==> src/hdl/lpht_pkg.sv <==
// ----------------------------------------------------------------------------
// lpht_pkg
// shared constants and types for the linear probe hash tracker
// ----------------------------------------------------------------------------
package lpht_pkg;

   localparam int MAX_SLOTS_DEF = 1024;
   localparam int KEY_BYTES_DEF = 16;
   localparam int CFG_W         = 11;
   localparam logic [CFG_W-1:0] SLOT_COUNT_RST = 11'd1024;

   typedef enum logic [1:0] {
      KIND_LOOKUP  = 2'd0,
      KIND_UPDATE  = 2'd1,
      KIND_CLEANUP = 2'd2,
      KIND_NONE    = 2'd3
   } kind_type;

   typedef enum logic [1:0] {
      ST_OK       = 2'd0,
      ST_NOTFOUND = 2'd1,
      ST_FULL     = 2'd2
   } status_type;

   typedef enum logic [1:0] {
      MARK_EMPTY = 2'd0,
      MARK_LIVE  = 2'd1,
      MARK_TOMB  = 2'd2
   } mark_type;

   localparam logic [31:0] HASH_SEED = 32'd5381;
   localparam int          HASH_SHIFT = 5;

endpackage

==> src/hdl/lpht_hash.sv <==
// ----------------------------------------------------------------------------
// lpht_hash
// cuts the key at its first zero byte, hashes one character per cycle and
// reduces the hash modulo the slot count by restoring subtraction
// ----------------------------------------------------------------------------
module lpht_hash
   import lpht_pkg::*;
#(
   parameter int MAX_SLOTS = MAX_SLOTS_DEF,
   parameter int KEY_BYTES = KEY_BYTES_DEF,
   localparam int IW = $clog2(MAX_SLOTS)
) (
   input  logic           clock,
   input  logic           reset,
   input  logic           start,
   input  logic [63:0]    key_high,
   input  logic [63:0]    key_low,
   input  logic [16:0]    slots,
   output logic           done,
   output logic [127:0]   key_norm,
   output logic [IW-1:0]  home
);

   localparam int CW = $clog2(KEY_BYTES + 1);

   typedef enum logic [1:0] {H_IDLE, H_HASH, H_MOD, H_DONE} hstate_type;

   hstate_type    state_ff;
   logic [127:0]  key_ff;
   logic [127:0]  norm_ff;
   logic [31:0]   h_ff;
   logic [CW-1:0] cnt_ff;
   logic [5:0]    bit_ff;
   logic [16:0]   rem_ff;
   logic          stop_ff;

   logic [7:0]    ch;
   logic [17:0]   trial;

   assign ch    = key_ff[127:120];
   assign trial = {rem_ff, h_ff[31]};

   always_ff @(posedge clock) begin
      if (reset) begin
         state_ff <= H_IDLE;
      end else begin
         unique case (state_ff)
            H_IDLE: begin
               if (start) begin
                  key_ff   <= {key_high, key_low};
                  norm_ff  <= '0;
                  h_ff     <= HASH_SEED;
                  cnt_ff   <= '0;
                  stop_ff  <= 1'b0;
                  state_ff <= H_HASH;
               end
            end
            H_HASH: begin
               if (cnt_ff == CW'(KEY_BYTES) || stop_ff || ch == 8'd0) begin
                  rem_ff   <= '0;
                  bit_ff   <= '0;
                  state_ff <= H_MOD;
               end else begin
                  h_ff    <= (h_ff << HASH_SHIFT) + h_ff + {24'd0, ch};
                  norm_ff <= norm_ff | ({ch, 120'd0} >> {cnt_ff, 3'b000});
                  key_ff  <= key_ff << 8;
                  cnt_ff  <= cnt_ff + 1'b1;
               end
            end
            H_MOD: begin
               if (trial >= {1'b0, slots}) begin
                  rem_ff <= 17'(trial - {1'b0, slots});
               end else begin
                  rem_ff <= trial[16:0];
               end
               h_ff   <= h_ff << 1;
               bit_ff <= bit_ff + 1'b1;
               if (bit_ff == 6'd31) begin
                  state_ff <= H_DONE;
               end
            end
            H_DONE: begin
               state_ff <= H_IDLE;
            end
            default: state_ff <= H_IDLE;
         endcase
      end
   end

   assign done     = (state_ff == H_DONE);
   assign key_norm = norm_ff;
   assign home     = rem_ff[IW-1:0];

endmodule

==> config.mk <==
export PLATFORM = sky130hd
export DESIGN_NAME = lpht_hash
export DESIGN_NICKNAME = d
export VERILOG_FILES = /design/src/hdl/lpht_pkg.sv /design/src/hdl/lpht_hash.sv
export SDC_FILE = /design/constraint.sdc
export NUM_CORES = 1
export LEC_CHECK = 0
export BUFFER_PORTS_ARGS = -buffer_cell sky130_fd_sc_hd__buf_2
export CAP_MARGIN = 20
export CORE_MARGIN = 2
export CORE_UTILIZATION = 45
export CTS_CLUSTER_DIAMETER = 40
export CTS_CLUSTER_SIZE = 16
export DETAILED_ROUTE_END_ITERATION = 10
export PLACE_DENSITY = 0.7
export SKIP_LAST_GASP = 1
export SYNTH_ARGS = -nofsm -noshare
export SYNTH_HDL_FRONTEND = slang
export SYNTH_SLANG_ARGS = --single-unit
export TNS_END_PERCENT = 100
==> constraint.sdc <==
create_clock -name clock -period 33.3 [get_ports clock]
set_clock_uncertainty 0.15 [all_clocks]
set_input_delay 1.665 -clock clock [delete_from_list [all_inputs] [get_ports clock]]
set_output_delay 1.665 -clock clock [all_outputs]
set_load 0.1 [all_outputs]
## Yosys cells after proc, flatten, opt, wreduce, memory -nomap -nowiden

Index checks and enable logic that the tools add are counted.

| operators by class | value |
|---|---|
| $add $sub $neg | 5 |
| order comparisons | 1 |
| eq/ne operators | 9 |
| shift operators | 1 |
| mux-type cells | 21 |
| bitwise logic cells | 2 |
| reductions and logical operators | 10 |

Operators with widths:

| kind | count |
|---|---|
| 2-to-1 mux 128 bit | 4 |
| case mux 128 bit (2 select lines) | 2 |
| OR 128 bit | 1 |
| >> shifter 128 x 8 -> 128 bit | 1 |
| case mux 32 bit (3 select lines) | 1 |
| 2-to-1 mux 32 bit | 2 |
| 2-to-1 mux 17 bit | 2 |
| case mux 17 bit (2 select lines) | 1 |
| adder 32 bit | 1 |
| adder 32 x 8 -> 32 bit | 1 |
| greater-or-equal comparator 18 x 17 -> 1 bit | 1 |
| subtractor 17 bit | 1 |
| case mux 6 bit (2 select lines) | 1 |
| 2-to-1 mux 5 bit | 2 |
| case mux 5 bit (2 select lines) | 1 |
| zero test 8 bit | 1 |
| inequality test 2 bit (second input constant) | 4 |
| case mux 2 bit (4 select lines) | 1 |
| AND reduction 4 bit | 2 |
| adder 6 x 1 -> 6 bit (second input constant) | 1 |
| equality test 6 x 5 -> 1 bit (second input constant) | 1 |
| 2-to-1 mux 2 bit | 3 |
| 2-to-1 mux 6 bit | 1 |
| AND reduction 3 bit | 2 |
| 9 further kinds | 11 |

| word-level totals | value |
|---|---|
| register bits | 318 |
| bits of input ports | 148 |
| output and inout bits | 139 |
| logic and storage cells | 56 |

## Longest topological paths before layout

| depth | value |
|---|---|
| word-level depth | 4 |
| mapped depth | 12 |
| gate-level depth less buffers | 11 |

## Worst setup path after synthesis

OpenSTA, ideal clock, no wires.

| path | value |
|---|---|
| path type | input-to-reg |
| from | input start |
| to | register cnt_ff[0], enable pin |
| setup time | 887 ps |
| data arrival time | 12,719 ps |
| data required time | 32,263 ps |
| setup slack | 19,545 ps |
| stages | 3 |
| path buffers | 0 |
| cells stage by stage | nand2b_1 o211ai_1 nor2_1 |

| between the ends | value |
|---|---|
| word-level cells in the longest chain between the ends | 2 |

Ends and longest elaborated chain:

| element | line | text |
|---|---|---|
| from (decl) | lpht_hash.sv:15 | `input logic start,` |
| inequality test 2 bit (no line) | -- |  |
| AND reduction 4 bit (no line) | -- |  |
| to (signal assigned) | lpht_hash.sv:67 | `cnt_ff <= cnt_ff + 1'b1;` |
| to (decl) | lpht_hash.sv:32 | `logic [CW-1:0] cnt_ff;` |

No other way between the ends.
A chain may end at the register's enable or synchronous reset.

## Worst setup path in the final report

| path | value |
|---|---|
| from | input slots[0] |
| to | register rem_ff[7] (data pin) |

| between the ends | value |
|---|---|
| word-level cells in the longest chain between the ends | 3 |
| elaborated cells between the ends (all ways) | 4 |
| classes of those cells | 1 x add/sub; 1 x order compare; 2 x mux |

Ends and longest elaborated chain:

| element | line | text |
|---|---|---|
| from (decl) | lpht_hash.sv:18 | `input logic [16:0] slots,` |
| subtractor 17 bit or greater-or-equal comparator 18 x 17 -> 1 bit (tied branches) | lpht_hash.sv:72, lpht_hash.sv:71 |  |
| 2-to-1 mux 17 bit (*) | lpht_hash.sv:71 | `if (trial >= {1'b0, slots}) begin` |
| case mux 17 bit (2 select lines) (*) | lpht_hash.sv:47 | `unique case (state_ff)` |
| to (signal assigned) | lpht_hash.sv:72 | `rem_ff <= 17'(trial - {1'b0, slots});` |
| to (signal assigned) | lpht_hash.sv:74 | `rem_ff <= trial[16:0];` |
| to (decl) | lpht_hash.sv:34 | `logic [16:0] rem_ff;` |

Every way passes the cells marked *; elsewhere a longest branch is shown, timed or not.

==> run metrics <==
main combinational cell family by area after synthesis compound AO/OA/AOI/OAI gates; DR iter-0 viols 954; layout cells sized above 1 31.91%; CP Launch Type primary input; sequential fraction of the synthesis area 58.05%; clock sink total roughly 320; final wirelength slightly above 40000 um; Slew @ Worst Pin 1.112 ns; TNS Setup 0 ns; CTS resizes 0; Post-Synth Adder-Cell Area 6.860%; vias in the first global route approximately 12000; number of setup violations in the final report 0; WL per Instance 19.29 um; fin crit period between 4 and 5 ns; DRC 0; min-delay src key_ff[72]$_DFFE_PP_; Hold Path Class reg -> reg; fmax roughly 240 MHz; FF-to-FF Start key_ff[125]$_DFFE_PP_; Post-Syn Nets 1582; CTS max path bufs 3; Power Density 118.9 mW/mm^2; Yosys reg bits 318; final hold violations 0; max-cap viol count 0; FP Rows 69; status finished, final reports clean; CP max FO 24; core area 0.03574 mm^2; Distinct cells, synth 70; max-slew violation count 0; global-route wire length before repair 63950 um; Min-Delay Endpoint key_ff[80]$_DFFE_PP_; XOR/XNOR share of the synthesized area under 10%; DR vias/cell 5.521; CTS Root Cell clkbuf_16; TritonCTS clock tree yes; Cells after Synth about 1300; Hold-fix buffers, CTS 0; die width 195.0 um; flop-to-flop setup slack 29.30 ns; final net count 1851; Post-CTS Setup Bufs 0; pin count of the biggest net entering global routing between 150 and 200; clock latency at the later pin of the worst-skew pair 0.59 ns; Post-synth EDFFs 316; Setup CP Type in -> reg; Final ANT Viol Nets 0; critical path endpoint category flop; antenna violations before repair 11; Starting Density 45.93%; Worst-path clk slew 0.06 ns; Simple-Gate Fraction of Synth Area 9.024%; post-route worst setup slack 29.10 ns; multiplexer area fraction after synthesis 8.841%; Critical R2R Capture h_ff[26]$_DFFE_PP_; Hold Path Depth 1; maximum VDD drop about 0.099 mV; RSZ-0062 raised after global routing false; WP data arrival 4.32 ns; Mapped Avg Cell Area 12.19 um^2; power consumption 2.380 mW; vias about 12000; RePlAce Congestion 0.8664; Worst Reg-to-Reg Cells 11; first drt pass iteration count 5; hold_ws 0.3877 ns; CP required 33.42 ns; Num CTS Buffers 50; GR Util All Layers between 20% and 30%; Layout area overhead 22.00%; dpl ws 28.53 ns; IO Pins 287; htree depth 2; Cell Area, Synth 0.01642 mm^2; Post-synth top flop edfxtp_1; leak pwr just under 8 nW; die area roughly 0.038 mm^2; grt ovf 0; post-route clock period utilization ~13%; worst rel slew slack between 20% and 30%; complex-gate fraction of the synthesized area 11.55%; Ys Warns 0; post-detail-place hpwl 27790 um; Post-synth ARST share 0%; Die Span Y ~200 um; Port-buffer cells 286
==> area by class of cell <==
class | count | area, um^2
timing repair buffer | 295 | 1559
tap | 461 | 576.8
multi-input combinational | 915 | 6412
clock buffer | 52 | 1280
sequential | 318 | 9529
inverter | 36 | 137.6
antenna | 7 | 17.52
clock inverter | 42 | 515.5
fill | 3025 | 15710
==> kinds of logic after synthesis <==
group / Yosys count
simple gates: 336
flops: 318
compound gates: 313
mux: 130
buf+inv: 114
fa+ha+maj: 87
xor+xnor: 49
==> worst max-delay path, stage by stage <==
cell and delay, ns:
buf_2 0.10, ha_1 0.22, fa_1 0.41, nand2b_1 0.21
a211oi_2 0.26, o311ai_2 0.18, o21ba_1 0.25, o21ai_4 0.69
mux2i_1 0.27, nor2_1 0.07
==> cell usage in the layout (no fill, tap or decap), drive strengths merged, types with 4 or more instances in the layout <==
cell type / n
a211oi: 14
edfxtp: 316
mux2i: 10
ha: 82
o22ai: 4
inv: 55
nand4: 8
nor2b: 24
mux2: 120
a21oi: 172
o21a: 9
a22oi: 9
nand2b: 7
clkbuf: 53
nor4: 6
nor3: 9
xnor2: 21
clkinv: 12
nor2: 190
buf: 294
diode: 7
a31oi: 8
xor2: 28
o211ai: 13
fa: 5
nand2: 60
o21ai: 43
nand3: 14
clkinvlp: 4
a21o: 11
and2: 5
o21bai: 5
bufinv: 7
==> per-stage QoR <==
step                cells  utilization, %  area (um^2)
detailed placement   2021           50.75        18140
global placement     2021           50.75        18140
global route         2125           56.03        20030
CTS                  2115           55.77        19930
floorplan            1347               -        16420
finish               2126           56.04        20030
==> layer usage <==
metal,vias up,global-route usage (%),share of wire [%]
met3,74,5.285,7.3
met4,4,8.114,3.0
met2,381,34.26,48
met5,-,0,0.066
met1,5718,27.55,42
li1,5560,-,-
==> sequential cells by signal, indices dropped and copies added, names as in the netlist <==
register / count
key_ff: 128
key_norm: 128
h_ff: 32
rem_ff: 17
bit_ff: 6
cnt_ff: 5
state_ff: 2
==> synth_stat cells, types with 7 or more instances <==
| master | number | area (um^2) |
|---|---|---|
| nand4_1 | 7 | 43.79 |
| xnor2_1 | 21 | 183.9 |
| o21ai_0 | 39 | 195.2 |
| mux2_2 | 120 | 1351 |
| o211ai_1 | 13 | 97.59 |
| inv_1 | 35 | 131.4 |
| mux2i_1 | 10 | 100.1 |
| ha_1 | 82 | 1026 |
| nor2_1 | 186 | 698.2 |
| a31oi_1 | 8 | 50.05 |
| a22oi_1 | 9 | 67.56 |
| a21o_1 | 11 | 82.58 |
| nor3_1 | 8 | 40.04 |
| nor2b_1 | 24 | 150.1 |
| clkbuf_1 | 62 | 232.7 |
| a211oi_1 | 9 | 67.56 |
| edfxtp_1 | 316 | 9489 |
| nand2b_1 | 7 | 43.79 |
| a21oi_1 | 172 | 860.8 |
| o21a_1 | 9 | 67.56 |
| nand3_1 | 14 | 70.07 |
| buf_4 | 10 | 75.07 |
| nand2_1 | 59 | 221.5 |
| xor2_1 | 28 | 245.2 |
==> worst max path at each step <==
stage / slack (ns) / from / depth (start not counted) / end
after floorplan: 19.54 / start / 3 / cnt_ff[0]$_SDFFCE_PN0P_
after global placement: 28.63 / slots[0] / 10 / rem_ff[11]$_SDFFCE_PN0P_
after detailed placement: 28.53 / slots[0] / 10 / rem_ff[10]$_SDFFCE_PN0P_
after CTS: 29.06 / state_ff[1]$_SDFFE_PP0P_ / 7 / key_ff[122]$_DFFE_PP_
after global routing: 28.95 / slots[0] / 10 / rem_ff[10]$_SDFFCE_PN0P_
final: 29.10 / slots[0] / 10 / rem_ff[7]$_SDFFCE_PN0P_
==> power by group <==
part           total (mW)  switching (mW)  internal, mW
Clock               0.553           0.209         0.344
Sequential          0.719          0.0821         0.637
Combinational        1.11           0.808         0.300
Power figures use the tool's default switching activity.
